### config.mk
export PLATFORM = sky130hd
export DESIGN_NAME = msd_controller
export DESIGN_NICKNAME = d
export VERILOG_FILES = /design/src/hw/rtl/msd_pkg.sv /design/src/hw/rtl/msd_controller.sv
export SDC_FILE = /design/constraint.sdc
export NUM_CORES = 1
export LEC_CHECK = 0
export BUFFER_PORTS_ARGS = -buffer_cell sky130_fd_sc_hd__buf_2
export CORE_AREA = 2 2 39 41
export CTS_CLUSTER_DIAMETER = 50
export CTS_CLUSTER_SIZE = 16
export DETAILED_ROUTE_END_ITERATION = 6
export DIE_AREA = 0 0 41 43
export PLACE_DENSITY = 0.47
export SETUP_SLACK_MARGIN = 0.15
export SLEW_MARGIN = 20
export SYNTH_ARGS = -nofsm -noshare
export SYNTH_HDL_FRONTEND = slang
export SYNTH_SLANG_ARGS = --single-unit
### constraint.sdc
create_clock -name clock -period 2 [get_ports clock]
set_input_delay 0.2 -clock clock [delete_from_list [all_inputs] [get_ports clock]]
set_output_delay 0.2 -clock clock [all_outputs]
set_load 0.02 [all_outputs]
### src/hw/rtl/msd_pkg.sv
// Shared types and constants of the MESI sharer directory.
`timescale 1ns / 1ps
package msd_pkg;

   localparam int LINE_INDEX_W = 10;
   localparam int ADDR_W       = 48;
   localparam int CHILD_W      = 4;
   localparam int MASK_MAX_W   = 16;
   localparam int TOTAL_W      = 5;
   localparam int CSR_DATA_W   = 5;

   typedef enum logic [2:0] {
      OP_GETS  = 3'd0,
      OP_GETX  = 3'd1,
      OP_PUTS  = 3'd2,
      OP_PUTX  = 3'd3,
      OP_EVICT = 3'd4,
      OP_INV   = 3'd5,
      OP_INVX  = 3'd6,
      OP_FWD   = 3'd7
   } op_type;

   localparam logic [2:0] GRANT_UNCHANGED = 3'd0;
   localparam logic [2:0] GRANT_I         = 3'd1;
   localparam logic [2:0] GRANT_S         = 3'd2;
   localparam logic [2:0] GRANT_E         = 3'd3;
   localparam logic [2:0] GRANT_M         = 3'd4;

   localparam logic KIND_INVALIDATE = 1'b0;
   localparam logic KIND_DOWNGRADE  = 1'b1;

   localparam logic CSR_NON_INCLUSIVE = 1'b0;
   localparam logic CSR_CHILD_COUNT   = 1'b1;

   localparam logic [CSR_DATA_W-1:0] CHILD_COUNT_RESET = 5'd16;

   typedef enum logic [2:0] {
      ST_CLEAR,
      ST_READY,
      ST_LOOKUP,
      ST_DECIDE,
      ST_SEND
   } state_type;

   typedef struct packed {
      logic clear_wr;
      logic capture;
      logic lookup;
      logic decide;
      logic emit_msg;
      logic emit_done;
   } dp_cmd_type;

   typedef struct packed {
      logic clear_last;
      logic msg_pending;
      logic out_free;
   } dp_status_type;

endpackage

### src/hw/rtl/msd_controller.sv
// Sequencing state machine of the MESI sharer directory.
`timescale 1ns / 1ps
module msd_controller
   import msd_pkg::*;
(
   input  logic          clock,
   input  logic          reset,
   input  logic          req_valid,
   output logic          req_ready,
   input  dp_status_type status,
   output dp_cmd_type    cmd
);

   state_type state_ff;
   state_type state_in;

   always_comb begin
      state_in = state_ff;
      unique case (state_ff)
         ST_CLEAR: begin
            if (status.clear_last) begin
               state_in = ST_READY;
            end
         end
         ST_READY: begin
            if (req_valid) begin
               state_in = ST_LOOKUP;
            end
         end
         ST_LOOKUP: state_in = ST_DECIDE;
         ST_DECIDE: state_in = ST_SEND;
         ST_SEND: begin
            if (status.out_free && !status.msg_pending) begin
               state_in = ST_READY;
            end
         end
         default: state_in = ST_CLEAR;
      endcase
   end

   always_comb begin
      cmd       = '0;
      req_ready = 1'b0;
      unique case (state_ff)
         ST_CLEAR:  cmd.clear_wr = 1'b1;
         ST_READY: begin
            req_ready   = 1'b1;
            cmd.capture = req_valid;
         end
         ST_LOOKUP: cmd.lookup = 1'b1;
         ST_DECIDE: cmd.decide = 1'b1;
         ST_SEND: begin
            cmd.emit_msg  = status.out_free && status.msg_pending;
            cmd.emit_done = status.out_free && !status.msg_pending;
         end
         default: cmd = '0;
      endcase
   end

   always_ff @(posedge clock) begin
      if (reset) begin
         state_ff <= ST_CLEAR;
      end else begin
         state_ff <= state_in;
      end
   end

   a_accept_starts_lookup: assert property (@(posedge clock) disable iff (reset)
      (req_valid && req_ready) |=> (state_ff == ST_LOOKUP))
      else $error("Accepted request did not start a lookup.");

   a_msg_needs_pending: assert property (@(posedge clock) disable iff (reset)
      cmd.emit_msg |-> status.msg_pending)
      else $error("Message emitted with no sharer left to notify.");

   a_clear_ends_ready: assert property (@(posedge clock) disable iff (reset)
      (state_ff == ST_CLEAR && status.clear_last) |=> (state_ff == ST_READY))
      else $error("Clearing pass did not hand over to the ready state.");

endmodule

Word level (Yosys, flattened, before mapping)
Index checks and enable logic that the tools add are counted.

word-level totals
  flip-flop bits (word level) = 3
  latch bits = 0
  bits in writable memories = 0
  bits in read-only memories = 0
  input port bits = 6
  logic and storage cells = 23
  memories kept = 0

cells by class
  add/subtract/negate cells = 0
  $mul = 0
  div/mod/pow operators = 0
  $lt $le $gt $ge = 0
  eq/ne operators = 7
  shifts and indexed selects = 0
  muxes and demuxes = 10
  bitwise logic cells = 0
  reductions and logical operators = 5

operators by type and width
  kind                                                              count
  3-bit case mux with 5 select lines                                1
  3-bit two-way mux                                                 3
  3-bit by 2-bit == test with 1-bit output (second input constant)  2
  2-bit inequality test (second input constant)                     3
  1-bit two-way mux                                                 5
  3-bit by 1-bit == test with 1-bit output (second input constant)  1
  3-bit == test (second input constant)                             1
  3-bit zero test                                                   1
  3-bit AND reduction                                               1
  1-bit logical AND                                                 2
  2-bit two-way mux                                                 1
  1-bit zero test                                                   1

Logic depth before layout (Yosys ltp)
Gate-level depths: netlist of run 1.

  depth after elaboration = 4
  depth in mapped cells = 4
  mapped depth without buffers = 3

Worst setup path before layout of run 1
Ideal clock, no wire load.

  path kind = reg-to-output
  start = register state_ff[1]
  end = output cmd[0] (netlist bit)
  data arrival time = 1.033 ns
  required time = 1.800 ns
  path slack = 0.767 ns
  stages on the path, launching flop included = 5
  path buffers = 1
  path through = dfxtp_1 > buf_2 > nor3b_2 > nand2_1 > nor2_1

RTL lines
  what                      RTL line              RTL
  start: declaration        msd_controller.sv:14  state_type state_ff;
  start signal: assignment  msd_controller.sv:64  state_ff <= state_in;
  end: declaration          msd_controller.sv:11  output dp_cmd_type cmd

==> results of run 1 <==
## worst max-delay path: cells and delay by family (launching register included)
family	cells	cell delay (ns)
and+or+nand+nor	2	0.51
DFF	1	0.41
buffers and inverters	1	0.15
## synthesized netlist by cell type
library cell	count
a21oi_1	2
and3_1	1
and3b_1	1
buf_2	1
buf_4	1
dfxtp_1	3
mux2i_1	1
nand2_1	1
nand2b_1	1
nand2b_2	1
nor2_1	4
nor2b_1	2
nor3_1	4
nor3b_1	1
nor3b_2	1
o31a_1	1
## power by group
group / leakage, uW / total, uW / internal [uW] / switching [uW]
sequential: 0.0000246 / 72.8 / 64.2 / 8.57
combinational: 0.000107 / 46.7 / 20.5 / 26.2
clock: 0.0000150 / 109 / 75.0 / 34.2
## logic make-up after synthesis
group | share of synthesized area, %
multiplexers | 4.938
AO/OA/AOI/OAI | 9.260
buffers and inverters | 6.172
AND/OR/NAND/NOR | 50.00
flip-flops | 29.63
## worst min path at each step
stage,from,to,slack (ns),depth (start not counted)
after floorplan,reset,state_ff[2]$_SDFFE_PP0P_,0.27,1
after global placement,reset,state_ff[2]$_SDFFE_PP0P_,0.41,2
after detailed placement,reset,state_ff[1]$_SDFFE_PP0P_,0.41,2
after CTS,reset,state_ff[1]$_SDFFE_PP0P_,0.16,2
after global routing,reset,state_ff[1]$_SDFFE_PP0P_,0.16,2
final,reset,state_ff[1]$_SDFFE_PP0P_,0.16,2
## routing by layer
layer	share of wire, %	wire [um]	vias up
li1	-	-	119
met1	42	219	92
met2	50	261	6
met3	8.7	46	0
met4	0	0	0
met5	0	0	-
## layout make-up
class,count,area share [%]
clock buffer,4,8.861
multi-input combinational,21,43.88
sequential,3,20.25
tap,16,6.751
timing repair buffer,12,20.25
## stage by stage
stage                     setup WS (ns)  instances
after detailed placement         0.7174         52
after global routing             0.3395         56
after floorplan                  0.7669         26
after global placement           0.7748         52
after CTS                        0.4641         56
final                            0.4946         56
## placed cells by master (no fill, tap or decap)
| cell | instances |
|---|---|
| buf_2 | 12 |
| nor2_1 | 4 |
| nor3_1 | 4 |
| clkbuf_4 | 3 |
| dfxtp_1 | 3 |
| nor2b_1 | 2 |
| a21oi_1 | 2 |
| and3b_1 | 1 |
| nor3b_1 | 1 |
| nand2b_2 | 1 |
| nor3b_2 | 1 |
| nand2_1 | 1 |
| and3_1 | 1 |
| mux2i_1 | 1 |
| nand2b_1 | 1 |
| o31a_1 | 1 |
| clkbuf_1 | 1 |
==> flow_metrics.tcl, run 1 <==
set metrics [dict create \
    status "finished clean" \
    postCtsHoldBufs 0 \
    antenna_found_initial 0 \
    finalCritPeriodShare_pct 75.27 \
    crit_required_ns 1.80 \
    die_h_um 43 \
    die_area_um2 1763 \
    finalSetupViolCount 0 \
    maxCapViolations 0 \
    rr_endpoint "state_ff[0]$_SDFFE_PP0P_" \
    leakagePower_uw 0.0001464 \
    core_area_um2 1384 \
    regMostFlops "state_ff" \
    crit_path_end_kind "output pin" \
    portBuffers 12 \
    powerDensity_nw_per_um2 771.4 \
    root_buffer "clkbuf_4" \
    clk_latency_ns 0.24 \
    worstSetupPathType "flop to output pin" \
    fin_crit_ns 1.505 \
    cts_buffers 3 \
    fp-row-count 14 \
    overflow 0 \
    grt_use_met1_pct 6.070 \
    grtUsageMet3_pct 4.712 \
    wl_per_cell_um 9.411 \
    cts_setup_buffers 0 \
    arrival_ns 1.31 \
    grt_pass1_vias 225 \
    start_kind "flop" \
    regToRegStartpoint "state_ff[2]$_SDFFE_PP0P_" \
    tns_ns 0 \
    cts_buffer_depth 2 \
    ys_seq_area_share_pct 29.63 \
    ant_nets 0 \
    synth.net_count 32 \
    total_power_uw 228.7 \
    synth_area_per_cell_um2 7.796 \
    register_area_um2 60.06 \
    whs_ns 0.1631 \
    cts.sinks 3 \
    path_clk_slew_ns 0.04 \
    syn-cell-area_um2 202.7 \
    ys_types 16 \
    cts_resized 0 \
    synth_top_area_cell "dfxtp_1" \
    cp-endpoint "cmd[1]" \
    stdcell_area_um2 296.5 \
    dpl-instance-area_um2 270.3 \
    ir_drop_uv 187.2 \
    reg2reg_slack_ns 0.94 \
    rr_worst_depth 3 \
    synth_top_area_share_pct 29.63 \
    n_antenna_cell 0 \
    drt-pass1-iter-count 2 \
    maxSlewViolCount 0 \
    start_util_pct 14.65 \
    rsz0062_at_grt "no" \
    grt_pass1_wl_um 793 \
    cts-htree-levels 1 \
    drc_errors 0 \
    fin_util_pct 21.43 \
    multi_input_area_um2 130.1 \
    slowest_stage "dfxtp_1" \
    vias_per_cell 3.875 \
    maxSlewHeadroom_pct 81.05 \
    ys_ff_latch 3 \
    crit_chain "nor3b_2, and3_1, buf_2" \
    grt_most_used_layer "met2" \
    cp-startpoint "state_ff[2]$_SDFFE_PP0P_" \
    reg.largest.list "state_ff (3)" \
    synthToLayoutAreaGrowth_pct 46.30 \
    hpwlAfterDp_um 409.3 \
    slowest_delay_ns 0.41 \
    cp_max_fo 7 \
    synthCells 26 \
    die_x_um 41 \
    synthTopCellsByArea "dfxtp_1, nor3_1, nor2_1" \
    gp_congestion 0.6791 \
    grt_max_degree 10 \
    ys_warn_count 0 \
    n_fill_cell 163 \
    max_freq_mhz 664.3 \
    io_pins 13 \
    worst_pin_slew_ns 0.2830 \
    finalHoldViolCount 0 \
    largest_register_ffs 3 \
    vias 217 \
    hp-class "input port to flop" \
    finalClockSkew_ns 0.007943 \
    cts_tree "built" \
    use_met2_pct 10.63 \
    layout.nets 47 \
    drive_above_1_share_pct 42.50 \
    grt_usage_pct 7.114 \
    drt_iter0_drc 3 \
    wirelength_um 527 \
]
Power figures use the tool's default switching activity.
==> run 2: changes to the inputs <==
- PLACE_DENSITY: 0.47 -> 0.48
- clock period: 2 -> 1.3 ns (I/O delays scaled with it)
==> run 2 against run 1 <==
Core utilization up 7.4 points. Sequential power grew 48%. Flip-flop and latch count stayed put. First-iteration DRC count up 33%. Total power is 62% higher. Setup slack worse by 0.42 ns. Hold slack worse by 0.080 ns. Global-route usage down 0.10 points.
==> flow_metrics.tcl, run 2 (synthesis results as in run 1) <==
set metrics [dict create \
    status "finished clean" \
    rsz0062_at_grt "yes" \
    powerDensity_nw_per_um2 927.7 \
    fin_crit_ns 1.230 \
    reg.largest.list "state_ff (3)" \
    drt-pass1-iter-count 2 \
    path_clk_slew_ns 0.03 \
    max_freq_mhz 812.8 \
    regToRegStartpoint "state_ff[2]$_SDFFE_PP0P_" \
    worst_slack_ns 0.06972 \
    holdPathStages 2 \
    cp_max_fo 6 \
    gp_congestion 0.7185 \
    whs_ns 0.08342 \
    critPathBufInv 1 \
    rr_endpoint "state_ff[0]$_SDFFE_PP0P_" \
    final_cell_mix "buf_4, buf_2, nor3_1, buf_6" \
    n_antenna_cell 0 \
    arrival_ns 1.10 \
    finalClockSkew_ns 0.0007867 \
    grt_max_degree 9 \
    cts.sinks 3 \
    crit_required_ns 1.17 \
    worst_pin_slew_ns 0.2031 \
    reg2reg_slack_ns 0.15 \
    rr_worst_depth 4 \
    root_buffer "clkbuf_4" \
    crit_path_end_kind "output pin" \
    largest_register_ffs 3 \
    maxSlewHeadroom_pct 86.35 \
    core_area_um2 1384 \
    fp-row-count 14 \
    critPathTopFamily "simple AND/OR/NAND/NOR gates" \
    start_kind "flop" \
    layout.nets 53 \
    worstHoldStart "reset" \
    grt_pass1_wl_um 800 \
    start_util_pct 14.65 \
    grt_pass1_vias 216 \
    die_area_um2 1763 \
    maxSlewViolCount 0 \
    dp_slack_ns 0.09911 \
    crit_chain "nor3b_4, and3_1, buf_6" \
    vias_per_cell 3.952 \
    hp-class "input port to flop" \
    drive_above_1_share_pct 65.22 \
    die_h_um 43 \
    slowest_delay_ns 0.36 \
    synthToLayoutAreaGrowth_pct 96.91 \
    drc_errors 0 \
    finalCritPeriodShare_pct 94.64 \
    regMostFlops "state_ff" \
    leakagePower_uw 0.0001858 \
    final_common_cell "buf_4" \
    hold_end "state_ff[2]$_SDFFE_PP0P_" \
    io_pins 13 \
    grt_usage_pct 7.014 \
    finalHoldViolCount 0 \
    ir_drop_uv 380.7 \
    portBuffers 12 \
    antenna_found_initial 0 \
    vias 245 \
    maxCapViolations 0 \
    tns_ns 0 \
    wirelength_um 542 \
    cts_buffers 3 \
    worstSetupPathType "flop to output pin" \
    ant_nets 0 \
    cts-htree-levels 1 \
    wl_per_cell_um 8.742 \
    postCtsHoldBufs 0 \
    clk_latency_ns 0.23 \
    finalSetupViolCount 0 \
    cts_buffer_depth 2 \
    die_x_um 41 \
    cts_tree "built" \
    overflow 0 \
    drt_iter0_drc 4 \
    slowest_stage "dfxtp_4" \
]
run 2: changes by cell type in the layout (fill, tap and decap cells not counted), sizes merged:
cell	before	now
buf	12	18
run 2: area by class of cell:
cell class,count,area [um2]
fillers,152,984.7
multi-input cells,21,148.9
repair buffers,18,135.1
flip-flops and latches,3,68.82
clock buffers,4,26.28
well taps,16,20.02
run 2: per-stage QoR:
stage	total power (uW)	instance area, um2	std cells	util (%)
2_1_floorplan	160.3	205.2	26	-
3_3_place_gp	190.9	280.3	53	20.25
3_5_place_dp	191.7	280.3	53	20.25
4_1_cts	378.7	386.6	61	27.94
5_1_grt	392.0	399.1	62	28.84
6_report	370.3	399.1	62	28.84
run 2: report_power, final:
group / switching (uW) / internal (uW)
Combinational: 49.9 / 50.2
Sequential: 10.3 / 97.9
Clock: 47.1 / 115
Total: 107 / 263
run 2: worst max-delay path by stage:
stage | from | end | slack (ns) | cells after the start
floorplan | state_ff[1]$_SDFFE_PP0P_ | cmd[3] | 0.18 | 2
global placement | state_ff[2]$_SDFFE_PP0P_ | cmd[1] | 0.15 | 3
detailed placement | state_ff[2]$_SDFFE_PP0P_ | cmd[1] | 0.1 | 3
CTS | state_ff[2]$_SDFFE_PP0P_ | cmd[1] | 0.06 | 3
global route | state_ff[2]$_SDFFE_PP0P_ | cmd[1] | 0.02 | 3
finish | state_ff[2]$_SDFFE_PP0P_ | cmd[1] | 0.07 | 3
run 2: layer usage:
metal	routed length (um)	vias up	global-route usage (%)	part of all wire, %
met2	265	7	8.750	49
met5	0	-	0	0
met4	15	0	8.000	2.8
li1	-	129	-	-
met1	232	107	8.626	43
met3	28	2	1.571	5.2
run 2: worst reg2reg max path, stage by stage, from the launching register on:
cell and delay (ns):
dfxtp_4 0.35, nor3b_4 0.15, buf_4 0.12, buf_4 0.13, o31a_1 0.28
run 2: timing repair:
action / in CTS / in global routing
buffers inserted: 4 / 1
gates cloned: 0 / 0
pin swaps: 3 / 1
hold endpoints to repair: 0 / 0
setup endpoints to repair: 7 / 8
gates resized for setup: 17 / 2
==> run 3: changes to the inputs <==
- ABC_CLOCK_PERIOD_IN_PS: default -> 1300
- HOLD_SLACK_MARGIN: default -> 0.12
- SETUP_SLACK_MARGIN: 0.15 -> 0.1
==> run 3 against run 2 <==
Critical path depth unchanged. Register-to-register slack improved by 0.07 ns. Clock power is essentially flat. Combinational power up 36%. Die area unchanged. Final cell count is 1.6% higher. Largest cell class unchanged. Hold slack improved by 0.19 ns. Core utilization rose by 3.3 points. Count of clock-buffer cells in the layout stayed put. Non-clock buffer count is 1 higher. Global-route usage shrank 0.19 points.
==> flow_metrics.tcl, run 3 (synthesis results as in run 1) <==
set metrics [dict create \
    grtUsageMet3_pct 1.571 \
    finalClockSkew_ns 0.002115 \
    register_area_um2 65.06 \
    crit_chain "nor3b_4, and3_1, buf_6" \
    critPathBufInv 1 \
    finalHoldViolCount 0 \
    worst_slack_ns 0.02238 \
    largest_register_ffs 3 \
    start_kind "flop" \
    path_clk_slew_ns 0.04 \
    slowest_stage "dfxtp_4" \
    final_cell_mix "buf_4, buf_2, buf_6" \
    die_h_um 43 \
    die_x_um 41 \
    layout.nets 54 \
    wirelength_um 587 \
    maxCapViolations 0 \
    worst_pin_slew_ns 0.2261 \
    drt-pass1-iter-count 2 \
    cp_max_fo 4 \
    ir_drop_uv 403.3 \
    arrival_ns 1.15 \
    drt_iter0_drc 1 \
    critPathTopFamily "simple AND/OR/NAND/NOR gates" \
    start_util_pct 14.65 \
    cts_buffers 3 \
    dp_slack_ns 0.1462 \
    cts_tree "built" \
    overflow 0 \
    regMostFlops "state_ff" \
    die_area_um2 1763 \
    cts.sinks 3 \
    n_fill_cell 164 \
    fin_crit_ns 1.278 \
    grt_pass1_wl_um 814 \
    multi_input_area_um2 172.7 \
    slowest_delay_ns 0.35 \
    crit_path_end_kind "output pin" \
    maxSlewHeadroom_pct 84.91 \
    finalSetupViolCount 0 \
    status "finished clean" \
    grt_most_used_layer "met2" \
    portBuffers 12 \
    grt_usage_pct 6.820 \
    wl_per_cell_um 9.317 \
    fp-row-count 14 \
    n_antenna_cell 0 \
    maxSlewViolCount 0 \
    io_pins 13 \
    drc_errors 0 \
    hp-class "input port to flop" \
    reg.largest.list "state_ff (3)" \
    powerDensity_nw_per_um2 911.5 \
    grt_max_degree 8 \
    hpwlAfterDp_um 382.6 \
    max_freq_mhz 782.7 \
    core_area_um2 1384 \
    grt_use_met1_pct 8.333 \
    worstSetupPathType "flop to output pin" \
    final_common_cell "buf_4" \
    antenna_found_initial 0 \
    grt_pass1_vias 239 \
    tns_ns 0 \
    leakagePower_uw 0.0002002 \
    ant_nets 0 \
    drive_above_1_share_pct 61.70 \
    cts_buffer_depth 2 \
    synthToLayoutAreaGrowth_pct 119.1 \
    finalCritPeriodShare_pct 98.28 \
    clk_latency_ns 0.23 \
    cts-htree-levels 1 \
    root_buffer "clkbuf_4" \
    vias_per_cell 4.095 \
    rsz0062_at_grt "yes" \
    crit_required_ns 1.17 \
    gp_congestion 0.6129 \
    use_met2_pct 9.375 \
    vias 258 \
]
## run 3: worst paths after layout
path                            startpoint  slack, ns  depth (start not counted)                        to
setup / recovery  state_ff[1]$_SDFFE_PP0P_       0.02                          3                    cmd[1]
hold / removal                   status[0]       0.28                          4  state_ff[2]$_SDFFE_PP0P_
setup reg to reg  state_ff[2]$_SDFFE_PP0P_       0.22                          5  state_ff[2]$_SDFFE_PP0P_
hold reg to reg   state_ff[2]$_SDFFE_PP0P_       0.57                          2  state_ff[1]$_SDFFE_PP0P_
## run 3: stage by stage
| step | utilization, % | cells | instance area (um2) | hold WS, ns | power, uW |
|---|---|---|---|---|---|
| finish | 32.10 | 63 | 444.2 | 0.2754 | 404.9 |
| global placement | 20.61 | 54 | 285.3 | 0.3334 | 191.0 |
| floorplan | - | 26 | 202.7 | 0.2024 | 160.2 |
| CTS | 28.57 | 61 | 395.4 | 0.2580 | 391.2 |
| global route | 32.10 | 63 | 444.2 | 0.3094 | 427.7 |
| detailed placement | 20.61 | 54 | 285.3 | 0.3268 | 191.8 |
## run 3: power breakdown
group          leakage, uW  internal [uW]  switching (uW)  total [uW]
combinational     0.000160           72.9            63.4         136
sequential       0.0000256           99.4            8.05         107
clock            0.0000150            115            46.2         161
total             0.000200            287             118         405
## run 3: tightest hold or removal path, cell delays in order
cell and delay (ns):
buf_2 0.11, nand2b_1 0.09, a21oi_1 0.08, nor2_1 0.07
## run 3: repair_timing
action	4_1_cts	5_1_grt
hold buffers	1	0
buffers inserted	2	2
pin swaps	3	3
endpoints found under the setup margin	6	7
hold endpoints to repair	2	0
resized for setup	13	10
## run 3: layout make-up
| class | instances | share of cell area (%) |
|---|---|---|
| Multi-Input combinational cell | 21 | 38.87 |
| Timing Repair Buffer | 19 | 36.06 |
| Tap cell | 16 | 4.507 |
| Sequential cell | 3 | 14.65 |
| Clock buffer | 4 | 5.915 |
## run 3: metal layers
layer	routed length (um)	share of wire [%]
met1	226	39
met2	305	52
met3	55	9.4
met4	0	0
met5	0	0
